<file path="src/rtl/sra_pkg.sv">
package sra_pkg;

	localparam int CHANNELS    = 288;
	localparam int SAMPLE_BITS = 12;
	localparam int MAX_PASSES  = 60;

	localparam int FIXED_HIGH_CLOCKS = 3;
	localparam int TAIL_CLOCKS       = 88;

	localparam int CH_W    = $clog2(CHANNELS);
	localparam int IDX_W   = 9;
	localparam int PCNT_W  = 24;
	localparam int PASS_W  = 6;
	localparam int SUM_W   = SAMPLE_BITS + $clog2(MAX_PASSES);
	localparam int DCNT_W  = $clog2(SUM_W);
	localparam int CFG_IDX_W  = 1;
	localparam int CFG_DATA_W = 24;

	localparam logic [SAMPLE_BITS-1:0] SAMPLE_MAX = '1;

	localparam logic [CFG_IDX_W-1:0] REG_INTEGRATION = 1'd0;
	localparam logic [CFG_IDX_W-1:0] REG_PASS_COUNT  = 1'd1;

	localparam logic [PCNT_W-1:0] INTEG_RESET = 24'd9952;
	localparam logic [PASS_W-1:0] PASSES_RESET = 6'd10;

	typedef struct packed {
		logic                   start_req;
		logic                   trigger_level;
		logic [SAMPLE_BITS-1:0] video_sample;
	} item_t;

	typedef struct packed {
		logic                   clock_pulse;
		logic                   start_pulse_level;
		logic                   busy_res;
		logic                   average_valid;
		logic [IDX_W-1:0]       channel_index;
		logic [SAMPLE_BITS-1:0] average_value;
		logic                   last_channel;
	} result_t;

	typedef enum logic [2:0] {
		PH_IDLE,
		PH_LEAD,
		PH_STFIX,
		PH_STEXT,
		PH_TAIL,
		PH_CHAN
	} phase_t;

	typedef enum logic [3:0] {
		OP_NONE,
		OP_FETCH,
		OP_START,
		OP_LEAD,
		OP_STFIX,
		OP_STEXT,
		OP_TAIL,
		OP_CHAN_RD,
		OP_CHAN_ADD,
		OP_DIV_INIT,
		OP_DIV_STEP,
		OP_DIV_END,
		OP_EMIT
	} op_t;

	typedef struct packed {
		logic   trig;
		logic   final_pass;
		phase_t phase;
	} dp_status_t;

endpackage

</file>
<file path="src/rtl/sra_divider.sv">
module sra_divider (
	input  logic                         clk,
	input  logic                         arst_n,
	input  sra_pkg::op_t                 op,
	input  logic [sra_pkg::SUM_W-1:0]    dividend,
	input  logic [sra_pkg::PASS_W-1:0]   divisor,
	output logic [sra_pkg::SUM_W-1:0]    quotient,
	output logic                         more
);

	logic [sra_pkg::PASS_W-1:0] rem_q;
	logic [sra_pkg::SUM_W-1:0]  quo_q;
	logic [sra_pkg::DCNT_W-1:0] cnt_q;
	logic [sra_pkg::PASS_W:0]   trial;
	logic [sra_pkg::PASS_W:0]   diff;
	logic                       fits;

	// Restoring division, one quotient bit per step, most significant first.
	assign trial = {rem_q, quo_q[sra_pkg::SUM_W-1]};
	assign fits  = trial >= {1'b0, divisor};
	assign diff  = trial - {1'b0, divisor};

	always_ff @(posedge clk or negedge arst_n) begin
		if (!arst_n) begin
			cnt_q <= '0;
		end else if (op == sra_pkg::OP_DIV_INIT) begin
			cnt_q <= '0;
		end else if (op == sra_pkg::OP_DIV_STEP) begin
			cnt_q <= cnt_q + sra_pkg::DCNT_W'(1);
		end
	end

	always_ff @(posedge clk) begin
		if (op == sra_pkg::OP_DIV_INIT) begin
			rem_q <= '0;
			quo_q <= dividend;
		end else if (op == sra_pkg::OP_DIV_STEP) begin
			rem_q <= fits ? diff[sra_pkg::PASS_W-1:0] : trial[sra_pkg::PASS_W-1:0];
			quo_q <= {quo_q[sra_pkg::SUM_W-2:0], fits};
		end
	end

	assign quotient = quo_q;
	assign more     = cnt_q != sra_pkg::DCNT_W'(sra_pkg::SUM_W - 1);

endmodule

</file>
<file path="config.mk">
export PLATFORM = sky130hd
export DESIGN_NAME = sra_divider
export DESIGN_NICKNAME = d
export VERILOG_FILES = /design/src/rtl/sra_pkg.sv /design/src/rtl/sra_divider.sv
export SDC_FILE = /design/constraint.sdc
export NUM_CORES = 1
export LEC_CHECK = 0
export ABC_AREA = 1
export BUFFER_PORTS_ARGS = -buffer_cell sky130_fd_sc_hd__buf_4
export CAP_MARGIN = 20
export CORE_MARGIN = 4
export CORE_UTILIZATION = 44
export DETAILED_ROUTE_END_ITERATION = 16
export PLACE_DENSITY = 0.71
export SLEW_MARGIN = 20
export SYNTH_ARGS = -nofsm -noshare
export SYNTH_HDL_FRONTEND = slang
export SYNTH_SLANG_ARGS = --single-unit
</file>
<file path="constraint.sdc">
create_clock -name clk -period 1.57 [get_ports clk]
set_input_delay 0.157 -clock clk [delete_from_list [all_inputs] [get_ports clk]]
set_output_delay 0.157 -clock clk [all_outputs]
set_load 0.01 [all_outputs]
</file>
==> summary.txt <==
Run status
  – Run status: finished with violations
  – Failing checks: setup timing

Yosys
  – Post-synthesis mux area share: 0%
  – Synth Area in XOR/XNOR: 1.02%
  – Synth warn: 0
  – Synth cell types: 28
  – Syn_area_per_cell: slightly above 8 um2
  – Register area share after synthesis: between 40% and 50%
  – Synth Area in Compound Gates: under 10%
  – Main combinational cell family by area after synthesis: simple AND/OR/NAND/NOR gates
  – Adder-cell share of the synthesized area: ~7.8%
  – Synth Area in Simple Gates: 32.8%
  – Yosys reg bits: 29
  – Synth Cell Area: 0.00171 mm2
  – Syn_nets: 249
  – Cells after synthesis: approximately 210

GRT
  – All-Layer GR Usage: 16.7%
  – First-pass GRT wire length: 6430 um
  – Total gr overflow: 0
  – Vias in the first global route: 1415
  – Largest net degree at the start of global routing: 22
  – Initial antenna violation count: 0

Power and ir drop
  – Share of total power in combinational logic: 46.7%
  – Worst IR Drop VDD: roughly 0.00053 V
  – Pleak: around 1.2 nW
  – Pwr per Cell Area: roughly 1300 mW/mm2
  – Sw power: ~0.0012 W
  – Clock share of power: about a fifth
  – Switching Fraction: 38.7%
  – Pint: ~0.0019 W
  – Reg power frac: around 35%

Layout
  – NumNets Final: just over 300
  – Post-route insts no fill: ~320
  – Multi-input logic area: roughly 840 um2
  – Share of cells above drive strength 1: about a third
  – Layout Area Growth over Synthesis: 35.9%
  – Ant. Diodes: 0
  – Final instance area: 0.00232 mm2
  – # fillers: around 360
  – Layout Utilization: a little over three fifths
  – Reg area: around 790 um2

Route
  – Remaining DRCs: 0
  – Post-DR wirelength/cell: approximately 12 um
  – Final Routed Wirelength: 3920 um
  – Post-route ant nets: 0
  – Drt first pass iters: 4
  – Routed via count: 1522
  – Iteration-0 DRC Markers: 76
  – Avg Vias per Cell: 4.77

Setup path
  – Setup crit start kind: flop
  – Arr. time, crit path: about 1800 ps
  – Crit path max fanout: 3
  – CP Capture Type: flop
  – Worst Reg-to-Reg Cells: 10
  – Worst Path Required: 1740 ps
  – Critical path class: flop to flop

Clock tree
  – CTS max path bufs: 2
  – Clock sink count: 29
  – CTS H-tree depth: 2
  – TritonCTS clock tree: done
  – Root buffer cell: clkbuf_8
  – Clk_lat worst skew: approximately 280 ps
  – Clock slew seen by the registers of the worst setup and hold paths: around 60 ps
  – Number of CTS-inserted buffers: 5

Placement
  – Post-DP Area: approximately 0.0022 mm2
  – IO buf count: 48
  – Gpl congestion: between 0.8 and 0.9
  – # placed instances: between 300 and 400
  – Place WS: -34.7 ps
  – Post-detail-place hpwl: just under 3000 um

Floorplan
  – Number of cell rows: 22
  – Initial Util: a little under half
  – Die outline height: around 70 um
  – IO Pins: between 40 and 50
  – Core footprint: around 0.0037 mm2
  – Die area: 0.00495 mm2
  – Die width: 70.3 um

Min path
  – Hold Path Depth: 3
  – Hold Crit Class: input port to flop

Job
  – Max_cap viols: 0

STA
  – Fin. Hold Viols: 0
  – Pins over their slew limit: 0
  – Slew headroom: around 80%
  – Final Skew: 7.58 ps
  – Setup violators final: 1
  – RSZ-0062 raised after global routing: yes
  – Crit path setup slack, layout: -28.1 ps
  – Worst slew pin tran: roughly 310 ps
  – Tcrit/Tclk final: 102%
  – Fin crit period: around 1600 ps
  – FMAX: roughly 630 MHz
[flip-flops by register name (all words and copies together), names as in the netlist]
signal    cells
cnt_q         5
quotient     18
rem_q         6
[cells by family after synthesis]
logic type,after synthesis
flops,29
xor+xnor,2
compound gates,12
simple gates,123
buf+inv,33
fa+ha+maj,10
[through the flow]
stage	hold slack (ps)	power, W	setup TNS [ps]
after global placement	-35.7	0.00239	0
after floorplan	-139	0.00205	-3.62
after detailed placement	-37.9	0.00241	-45.4
after CTS	128	0.00300	-2.46
after global routing	128	0.00334	-143
final	136	0.00308	-28.1
[cell usage after synthesis, drive strengths merged]
library cell   n  area share, %
nand2         89             21
inv           29            6.4
edfxtp        18             32
nand3         18            6.6
nor2          11            3.4
ha             9            6.6
dfxtp          6            7.0
dfrtp          5            7.3
a21oi          4            1.6
buf            3           0.88
nand4          3            1.1
o21ai          2           0.59
o21bai         2            1.3
o22ai          2           0.73
xor2           2            1.0
a31oi          1           0.37
and3           1           0.44
clkinv         1           0.22
fa             1            1.2
nand3b         1           0.44
o21a           1           0.44
[final timing paths]
| path | start | endpoint | slack [ps] |
|---|---|---|---|
| max | quotient[17]$_DFFE_PP_ | rem_q[4]$_SDFFE_PP0P_ | -30 |
| min | dividend[4] | quotient[4]$_DFFE_PP_ | 140 |
| max reg2reg | quotient[17]$_DFFE_PP_ | rem_q[4]$_SDFFE_PP0P_ | -30 |
| min reg2reg | rem_q[5]$_SDFFE_PP0P_ | rem_q[5]$_SDFFE_PP0P_ | 490 |
| max in group asynchronous | arst_n | cnt_q[2]$_DFFE_PN0P_ | 1250 |
| min in group asynchronous | arst_n | cnt_q[3]$_DFFE_PN0P_ | 210 |
[routing by layer]
layer  share of wire [%]  global-route usage, %  up-vias
met1                  43                   20.5      687
li1                    -                      -      785
met3                 5.2                   4.03        4
met2                  50                   27.5       46
met4                 1.2                   7.66        0
met5                   0                      0        -
[placed cells by master, fill, tap and decap left out, types with 2 or more instances in the layout]
cell       n
a21oi_1    2
buf_4     55
clkbuf_1   2
clkbuf_8   5
clkinv_1   2
dfrtp_1    5
dfxtp_1    5
edfxtp_1  18
ha_1       5
ha_2       2
ha_4       2
inv_1     25
inv_2      4
nand2_1   83
nand2_2    4
nand2_4    2
nand3_1   15
nand3_2    2
nand4_1    3
nor2_1     9
o21ai_1    2
o21bai_2   2
o22ai_1    2
xor2_1     2
[what timing repair did]
item | in CTS | in global routing
pin swaps | 0 | 1
endpoints found under the setup margin | 2 | 7
gates resized for setup | 1 | 7
hold endpoints to repair | 5 | 0
buffers inserted | 1 | 1
hold buffers | 1 | 0
[worst max-delay path, cell delays in order (launching register included)]
cell      delay, ps
edfxtp_1        360
inv_2            60
ha_2            170
fa_2            340
nand3b_1        190
nand3_1          80
nand2_1          50
nand2_1          70
nand2_1          50
nand2_1          70
o21bai_2         50
[final cells by class]
class | instances | share of cell area [%]
Clock buffer | 7 | 3.28
Tap cell | 48 | 2.58
Clock inverter | 1 | 0.161
Inverter | 30 | 4.84
Sequential cell | 29 | 33.9
Timing Repair Buffer | 57 | 19.1
Multi-Input combinational cell | 147 | 36.2
[power by group through the flow]
stage / Sequential (W) / Clock (W) / Combinational, W
final: 0.00107 / 0.000574 / 0.00144
after global routing: 0.00108 / 0.000641 / 0.00162
after CTS: 0.00105 / 0.000594 / 0.00136
after detailed placement: 0.00106 / 0 / 0.00135
after global placement: 0.00106 / 0 / 0.00133
after floorplan: 0.00105 / 0 / 0.00100
No activity file was read; power rests on OpenSTA's default activity.
