<file path="src/rtl/sra_pkg.sv">
package sra_pkg;

	localparam int CHANNELS    = 288;
	localparam int SAMPLE_BITS = 12;
	localparam int MAX_PASSES  = 60;

	localparam int FIXED_HIGH_CLOCKS = 3;
	localparam int TAIL_CLOCKS       = 88;

	localparam int CH_W    = $clog2(CHANNELS);
	localparam int IDX_W   = 9;
	localparam int PCNT_W  = 24;
	localparam int PASS_W  = 6;
	localparam int SUM_W   = SAMPLE_BITS + $clog2(MAX_PASSES);
	localparam int DCNT_W  = $clog2(SUM_W);
	localparam int CFG_IDX_W  = 1;
	localparam int CFG_DATA_W = 24;

	localparam logic [SAMPLE_BITS-1:0] SAMPLE_MAX = '1;

	localparam logic [CFG_IDX_W-1:0] REG_INTEGRATION = 1'd0;
	localparam logic [CFG_IDX_W-1:0] REG_PASS_COUNT  = 1'd1;

	localparam logic [PCNT_W-1:0] INTEG_RESET = 24'd9952;
	localparam logic [PASS_W-1:0] PASSES_RESET = 6'd10;

	typedef struct packed {
		logic                   start_req;
		logic                   trigger_level;
		logic [SAMPLE_BITS-1:0] video_sample;
	} item_t;

	typedef struct packed {
		logic                   clock_pulse;
		logic                   start_pulse_level;
		logic                   busy_res;
		logic                   average_valid;
		logic [IDX_W-1:0]       channel_index;
		logic [SAMPLE_BITS-1:0] average_value;
		logic                   last_channel;
	} result_t;

	typedef enum logic [2:0] {
		PH_IDLE,
		PH_LEAD,
		PH_STFIX,
		PH_STEXT,
		PH_TAIL,
		PH_CHAN
	} phase_t;

	typedef enum logic [3:0] {
		OP_NONE,
		OP_FETCH,
		OP_START,
		OP_LEAD,
		OP_STFIX,
		OP_STEXT,
		OP_TAIL,
		OP_CHAN_RD,
		OP_CHAN_ADD,
		OP_DIV_INIT,
		OP_DIV_STEP,
		OP_DIV_END,
		OP_EMIT
	} op_t;

	typedef struct packed {
		logic   trig;
		logic   final_pass;
		phase_t phase;
	} dp_status_t;

endpackage

</file>
<file path="src/rtl/sra_sequencer.sv">
module sra_sequencer (
	input  logic                 clk,
	input  logic                 arst_n,
	input  logic                 item_valid,
	input  logic                 out_busy,
	input  logic                 div_more,
	input  sra_pkg::dp_status_t  status,
	output sra_pkg::op_t         op
);

	typedef enum logic [2:0] {
		C_NEVER,
		C_ALWAYS,
		C_NO_ITEM,
		C_NO_TRIG,
		C_NOT_FINAL,
		C_DIV_MORE,
		C_OUT_BUSY,
		C_DISPATCH
	} cond_t;

	typedef logic [3:0] step_t;

	typedef struct packed {
		sra_pkg::op_t op;
		cond_t        cond;
		step_t        target;
	} uword_t;

	localparam step_t STEP_EMIT     = 4'd0;
	localparam step_t STEP_FETCH    = 4'd1;
	localparam step_t STEP_START    = 4'd2;
	localparam step_t STEP_DISPATCH = 4'd3;
	localparam step_t STEP_LEAD     = 4'd4;
	localparam step_t STEP_STFIX    = 4'd5;
	localparam step_t STEP_STEXT    = 4'd6;
	localparam step_t STEP_TAIL     = 4'd7;
	localparam step_t STEP_CHAN_RD  = 4'd8;
	localparam step_t STEP_CHAN_ADD = 4'd9;
	localparam step_t STEP_DIV_INIT = 4'd10;
	localparam step_t STEP_DIV_STEP = 4'd11;
	localparam step_t STEP_DIV_END  = 4'd12;

	// Program: a jump is taken when its condition holds, otherwise the next step follows; dispatch jumps by phase.
	function automatic uword_t rom(input step_t s);
		uword_t w;
		case (s)
			STEP_EMIT:     w = '{sra_pkg::OP_EMIT,     C_OUT_BUSY,  STEP_EMIT};
			STEP_FETCH:    w = '{sra_pkg::OP_FETCH,    C_NO_ITEM,   STEP_FETCH};
			STEP_START:    w = '{sra_pkg::OP_START,    C_NEVER,     STEP_FETCH};
			STEP_DISPATCH: w = '{sra_pkg::OP_NONE,     C_DISPATCH,  STEP_EMIT};
			STEP_LEAD:     w = '{sra_pkg::OP_LEAD,     C_ALWAYS,    STEP_EMIT};
			STEP_STFIX:    w = '{sra_pkg::OP_STFIX,    C_ALWAYS,    STEP_EMIT};
			STEP_STEXT:    w = '{sra_pkg::OP_STEXT,    C_ALWAYS,    STEP_EMIT};
			STEP_TAIL:     w = '{sra_pkg::OP_TAIL,     C_ALWAYS,    STEP_EMIT};
			STEP_CHAN_RD:  w = '{sra_pkg::OP_CHAN_RD,  C_NO_TRIG,   STEP_EMIT};
			STEP_CHAN_ADD: w = '{sra_pkg::OP_CHAN_ADD, C_NOT_FINAL, STEP_EMIT};
			STEP_DIV_INIT: w = '{sra_pkg::OP_DIV_INIT, C_NEVER,     STEP_FETCH};
			STEP_DIV_STEP: w = '{sra_pkg::OP_DIV_STEP, C_DIV_MORE,  STEP_DIV_STEP};
			STEP_DIV_END:  w = '{sra_pkg::OP_DIV_END,  C_ALWAYS,    STEP_EMIT};
			default:       w = '{sra_pkg::OP_NONE,     C_ALWAYS,    STEP_FETCH};
		endcase
		return w;
	endfunction

	function automatic step_t dispatch(input sra_pkg::phase_t p);
		step_t s;
		case (p)
			sra_pkg::PH_LEAD:  s = STEP_LEAD;
			sra_pkg::PH_STFIX: s = STEP_STFIX;
			sra_pkg::PH_STEXT: s = STEP_STEXT;
			sra_pkg::PH_TAIL:  s = STEP_TAIL;
			sra_pkg::PH_CHAN:  s = STEP_CHAN_RD;
			default:           s = STEP_EMIT;
		endcase
		return s;
	endfunction

	step_t  pc_q;
	step_t  pc_d;
	uword_t word;
	logic   take;

	assign word = rom(pc_q);

	always_comb begin
		case (word.cond)
			C_NEVER:     take = 1'b0;
			C_ALWAYS:    take = 1'b1;
			C_NO_ITEM:   take = !item_valid;
			C_NO_TRIG:   take = !status.trig;
			C_NOT_FINAL: take = !status.final_pass;
			C_DIV_MORE:  take = div_more;
			C_OUT_BUSY:  take = out_busy;
			default:     take = 1'b0;
		endcase
		if (word.cond == C_DISPATCH) begin
			pc_d = dispatch(status.phase);
		end else if (take) begin
			pc_d = word.target;
		end else begin
			pc_d = pc_q + 4'd1;
		end
	end

	always_ff @(posedge clk or negedge arst_n) begin
		if (!arst_n) begin
			pc_q <= STEP_FETCH;
		end else begin
			pc_q <= pc_d;
		end
	end

	assign op = word.op;

endmodule

</file>
<file path="config.mk">
export PLATFORM = sky130hd
export DESIGN_NAME = sra_sequencer
export DESIGN_NICKNAME = d
export VERILOG_FILES = /design/src/rtl/sra_pkg.sv /design/src/rtl/sra_sequencer.sv
export SDC_FILE = /design/constraint.sdc
export NUM_CORES = 1
export LEC_CHECK = 0
export CAP_MARGIN = 20
export CORE_UTILIZATION = 30
export DETAILED_ROUTE_END_ITERATION = 8
export DONT_BUFFER_PORTS = 1
export GPL_ROUTABILITY_DRIVEN = 0
export PLACE_DENSITY = 0.52
export RECOVER_POWER = 50
export SYNTH_ARGS = -nofsm -noshare
export SYNTH_HDL_FRONTEND = slang
export SYNTH_SLANG_ARGS = --single-unit
</file>
<file path="constraint.sdc">
create_clock -name clk -period 4.19 [get_ports clk]
set_input_delay 0.419 -clock clk [delete_from_list [all_inputs] [get_ports clk]]
set_output_delay 0.419 -clock clk [all_outputs]
set_load 0.01 [all_outputs]
</file>
==> results of run 1 <==
==> cell usage in the layout, fill, tap and decap left out, types with 2 or more instances in the layout <==
cell type	instances
nor3_1	2
nor2_1	2
inv_1	7
nor4_1	3
nand2_1	9
dfrtp_1	3
nand3_1	6
o22ai_1	2
o21ai_0	4
ha_1	8
o31ai_1	3
or2b_1	2
a21oi_1	4
clkbuf_4	3
mux2i_1	2
o21ai_1	2
xnor2_1	3
==> worst max-delay path, delay by kind of cell, from the launching register on <==
kind / cells / cell delay [ns]
AO/OA/AOI/OAI: 2 / 0.29
adder cells (fa/ha/maj): 1 / 0.41
multiplexers: 2 / 0.51
flip-flops: 1 / 0.64
AND/OR/NAND/NOR: 2 / 0.62
buffers and inverters: 1 / 0.13
==> final cells by class <==
cell class | count | area share
clock buffer | 4 | 0.03730
timing repair buffer | 1 | 0.01421
tap | 27 | 0.04796
sequential | 4 | 0.1439
inverter | 8 | 0.04618
multi-input combinational | 67 | 0.7105
==> worst min path at each step <==
stage | to | slack, ns | depth (start not counted)
after floorplan | pc_q[1] | 0.12 | 0
after global placement | pc_q[1] | 0.12 | 0
after detailed placement | pc_q[1] | 0.12 | 0
after CTS | pc_q[0] | 0.03 | 0
after global routing | pc_q[0] | 0.03 | 0
final | pc_q[0] | 0.04 | 0
==> metrics by stage <==
| step | utilization | worst slack [ns] |
|---|---|---|
| global route | 0.3519 | 1.356 |
| CTS | 0.3519 | 1.594 |
| floorplan | - | 1.773 |
| global placement | 0.3338 | 1.652 |
| detailed placement | 0.3338 | 1.598 |
| finish | 0.3519 | 1.520 |
==> power groups by stage <==
stage               clock [W]  combinational (W)  sequential [W]
finish              0.0000504           0.000414       0.0000977
global route        0.0000553           0.000461        0.000103
CTS                 0.0000539           0.000416       0.0000994
detailed placement          0           0.000414        0.000100
global placement            0           0.000415        0.000101
floorplan                   0           0.000373       0.0000795
==> kinds of logic after synthesis <==
family	after synthesis	share of synthesized area
AOI/OAI and AO/OA	23	0.2724
xor gates and xnor gates	3	0.04001
adders and majority gates	8	0.1524
buffers and inverters	10	0.08382
DFF	4	0.1543
muxes	3	0.04762
and+or+nand+nor	30	0.2495
==> routing by layer <==
| layer | track usage | vias up | routed length, µm |
|---|---|---|---|
| met2 | 0.1759 | 9 | 588 |
| met3 | 0.03738 | 0 | 48 |
| met5 | 0 | - | 0 |
| met4 | 0.04412 | 0 | 0 |
| li1 | - | 302 | - |
| met1 | 0.1676 | 257 | 677 |
==> timing repair <==
action,4_1_cts,5_1_grt
resized for setup,0,0
hold buffers,1,0
hold endpoints to repair,3,0
buffers inserted,0,0
endpoints found under the setup margin,0,0
==> run summary, run 1 <==
Status - completed
Global-route wire length before repair - 2228 µm
Area of the mapped netlist - 656.9 µm²
Design Area, Final - 704.4 µm²
Fmax - 0.3746 GHz
Seq. cell area - 101.3 µm²
Comb power frac - 0.736
Clk sink count - 4
Vias in the first global route - 523
Sequential power share - 0.174
Total track usage - 0.1214
Worst-Margin Slew - 0.5047 ns
Max reg flops - 4
Initial DRC count - 8
TritonCTS clock tree - yes
Initial Utilization - 0.3281
Largest net degree at the start of global routing - 16
Synth Instances - 81
Final TNS setup - 0 ns
Max Fanout on Critical Path - 7
Synthesized flop and latch total - 4
Tcrit/Tclk final - 0.6371
Largest regs - pc_q x4
Clock Path Buffers - 2
Data arrival, critical path - 2.83 ns
Grt ovf - 0
RR Startpoint - pc_q[0]
Post-layout minimum cycle time - 2.670 ns
N_diodes - 0
Final Hold Viols - 0
P_sw - 0.0002768 W
Placed Area - 668.1 µm²
Setup crit start kind - register
Antenna Nets Post-Route - 0
Top cell types by occurrence after synthesis - nand2_1 (9), ha_1 (8), inv_1 (7)
Sequential area share after synthesis - 0.1543
Syn Nets - 99
Filler instances - 222
Inst Count DP - 106
Worst R2R End - pc_q[3]
P&R area growth vs syn - 7.238%
WHS - 0.03858 ns
Post-synth EDFFs - 0
Via density - 5.117
Synth warnings - 0
Relative slew slack - 0.6635
Clock Skew - 0.007516 ns
TritonRoute pass-1 iters - 3
Share of cells above drive strength 1 - 0.1071
Post-synth cell types - 34
Biggest register - pc_q
Syn avg cell area - 8.110 µm²
Die height - 48.80 µm
Classification of the worst-slack hold path - primary input to async pin
Crit path from - pc_q[0]
Worst R2R Setup Slack - 1.52 ns
Via count - 568
Fraction of registers with async set/reset - 1.000
# DRC - 0
Initial antenna violation count - 0
I/O pin cnt - 14
Max IR drop VDD - 0.4334 mV
Synth area leader - ha_1
Switching share of power - 0.4926
Wire per inst - 11.84 µm
RSZ-0062 raised after global routing - false
Most common cell in the netlist - nand2_1
Worst path max stage delay - 0.64 ns
H-tree Lvls - 1
Pwr Total - 0.0005620 W
Root Driver - clkbuf_4
Multi-input gate area - 500.5 µm²
Final setup viols - 0
Yosys top cell area share - 0.1524
MaxCap Viol Count - 0
Worst EP required - 4.35 ns
Die area - 2381 µm²
P per Cell Area - 797.8 nW/µm²
Crit-path cells - inv_1 > ha_1 > and2b_4 > or4_1 > mux2i_1 > a22o_4 > mux2_1 > o21ai_1
Clock Pin Slew Worst Setup and Hold Paths - 0.04 ns
Worst R2R Path Depth - 8
Final HPWL DP - 1052 µm
Num rows - 16
Setup crit end - pc_q[3]
Dominant synthesized flop cell - dfrtp_1
Synth top area cells - ha_1 (15%), dfrtp_1 (11%), nand2_1 (5.1%), nand3_1 (4.6%), a2111oi_4 (4.2%)
CTS Buf Count - 3
Core area - 2002 µm²
Critical-path top delay cell - dfstp_1
Clock share of power - 0.090
Count of port buffers added during placement - 0
Final nets - 103
Worst skew pair latency - 0.23 ns
Cell Int Power - 0.0002851 W
Element type at the critical path end - register
DRT Wirelength - 1314 µm
Non-filler cells in the finished layout - 111
CP Class - register to register
Die Wd - 48.80 µm
Leak - 0.2801 nW
Fin. max-slew vios - 0
No activity file was read; power rests on OpenSTA's default activity.
==> run 2, diff against run 1 <==
Settings changed: PLACE_DENSITY 0.52 to 0.53.
Clock period 4.19 ns to 2.4 ns, I/O delays scaled along.
==> run 2 against run 1 <==
Net effect:
- sequential cell count unchanged
- combinational power rose by 120%
- count of clock-buffer cells in the layout did not move
- largest cell class unchanged
- hold slack improved by 0.14 ns
- global-route usage grew 2.2 points
- register-to-register slack worse by 1.4 ns
- via count grew 7.2%
- die area is the same
- sequential power increased by 28%
==> run summary, run 2 (synthesized netlist as in run 1, its figures left out) <==
Clock Path Buffers - 2
Dpl ws - 0.02322 ns
Biggest register - pc_q
Worst skew pair latency - 0.24 ns
Largest regs - pc_q x4
Worst EP required - 2.57 ns
Met3 GRT Util - 0.03115
Die Wd - 48.80 µm
Post-layout minimum cycle time - 2.302 ns
Count of port buffers added during placement - 0
Initial DRC count - 7
GR peak layer - met2
Final Hold Viols - 0
M1 GR Usage - 0.1695
Final TNS setup - 0 ns
Total track usage - 0.1430
Switching share of power - 0.4712
Clock Skew - 0.01014 ns
I/O pin cnt - 14
Final setup viols - 0
Buffer and inverter count on the worst path - 3
Crit-path cells - buf_4 > ha_1 > inv_1 > ha_1 > inv_1 > o31a_2 > nor3_2 > a22o_4 > mux2_1 > o21ai_1
Root Driver - clkbuf_4
Antenna Nets Post-Route - 0
Met2 Use GR - 0.2269
Worst path max stage delay - 0.36 ns
Num rows - 16
HP Start - status[0]
Sequential power share - 0.110
Inst Count DP - 113
Fin. max-slew vios - 0
Clk sink count - 4
Relative slew slack - 0.6897
Clock share of power - 0.084
Vias in the first global route - 578
Kind of cell adding the most delay to the critical path - compound AO/OA/AOI/OAI gates
Largest net degree at the start of global routing - 15
Final HPWL DP - 1201 µm
H-tree Lvls - 1
N_diodes - 0
P&R area growth vs syn - 18.48%
CP Class - register to register
Global-route wire length before repair - 2532 µm
DRT Wirelength - 1516 µm
Core area - 2002 µm²
TritonRoute pass-1 iters - 4
Critical-path top delay cell - dfstp_2
Classification of the worst-slack hold path - primary input to register
Fmax - 0.4344 GHz
Setup crit start kind - register
Via count - 609
Leak - 0.3157 nW
RSZ-0062 raised after global routing - false
P_sw - 0.0005393 W
RR Startpoint - pc_q[0]
P per Cell Area - 1471 nW/µm²
Clock Pin Slew Worst Setup and Hold Paths - 0.05 ns
Crit path from - pc_q[0]
Initial antenna violation count - 0
Data arrival, critical path - 2.47 ns
Die height - 48.80 µm
Initial Utilization - 0.3281
Via density - 5.118
Commonest non-fill, non-tap cell in the layout - nand2_1
Worst-Margin Slew - 0.4615 ns
Status - completed
Die area - 2381 µm²
Post-route setup slack - 0.09821 ns
Non-filler cells in the finished layout - 119
Max IR drop VDD - 0.6691 mV
Tcrit/Tclk final - 0.9591
Comb power frac - 0.806
Max reg flops - 4
Element type at the critical path end - register
Cell Int Power - 0.0006052 W
Max Fanout on Critical Path - 6
Most frequent cells in the layout - nand2_1 (9), ha_1 (7), buf_4 (7), inv_1 (6), nand3_1 (6)
Share of cells above drive strength 1 - 0.2174
MaxCap Viol Count - 0
Wire per inst - 12.74 µm
TritonCTS clock tree - yes
CTS Buf Count - 3
# DRC - 0
Grt ovf - 0
Final nets - 111
-- run 2: cell types whose count changed in the layout (fill, tap and decap cells not counted) --
cell      before  now
buf_4          0    7
clkbuf_1       1    2
dfstp_1        1    0
dfstp_2        0    1
ha_1           8    7
ha_4           0    1
inv_1          7    6
inv_2          0    1
nor3_1         2    1
nor3_2         0    1
-- run 2: path summary, 6_finish.rpt --
check / to / slack, ns / cells after the start
max: pc_q[3] / 0.1 / 10
min: pc_q[0] / 0.18 / 2
max reg2reg: pc_q[3] / 0.1 / 10
min reg2reg: pc_q[2] / 0.83 / 4
max in group asynchronous: pc_q[0] / 1.86 / 1
min in group asynchronous: pc_q[2] / 0.28 / 1
-- run 2: per-layer routing --
layer	wire length, µm	vias up
met2	713	11
li1	-	319
met1	746	277
met5	0	-
met3	39	2
met4	15	0
-- run 2: metrics by stage --
step	area, µm²	hold WS [ns]	total power, W	utilization
2_1_floorplan	669.4	-0.05559	0.0008221	-
3_3_place_gp	733.2	-0.05546	0.001002	0.3663
3_5_place_dp	733.2	-0.05548	0.001007	0.3663
4_1_cts	769.5	0.1747	0.001111	0.3844
5_1_grt	778.2	0.1548	0.001251	0.3888
6_report	778.2	0.1831	0.001145	0.3888
-- run 2: power by group through the flow --
stage	logic (W)	registers [W]	clock network, W
2_1_floorplan	0.000683	0.000139	0
3_3_place_gp	0.000877	0.000125	0
3_5_place_dp	0.000881	0.000126	0
4_1_cts	0.000886	0.000125	0.000100
5_1_grt	0.00101	0.000129	0.000112
6_report	0.000923	0.000125	0.0000963
-- run 2: repair_timing --
action	CTS	global route
endpoints found under the hold margin	4	0
buffers inserted	0	1
hold buffers	1	0
resized for setup	0	2
endpoints found under the setup margin	0	1
-- run 2: worst register-to-register path, cell delays in order, from the launching register on --
cell     delay, ns
dfstp_2       0.36
buf_4         0.15
ha_1          0.21
inv_1         0.07
ha_1          0.21
inv_1         0.09
o31a_2        0.33
nor3_2        0.18
a22o_4        0.17
mux2_1        0.32
o21ai_1       0.13
-- run 2: final cells by class --
type,count,area (µm²)
clock buffers,4,26.28
fillers,220,1224
inverters,8,32.53
flip-flops and latches,4,101.3
multi-input cells,67,518.0
well taps,27,33.78
repair buffers,9,66.31
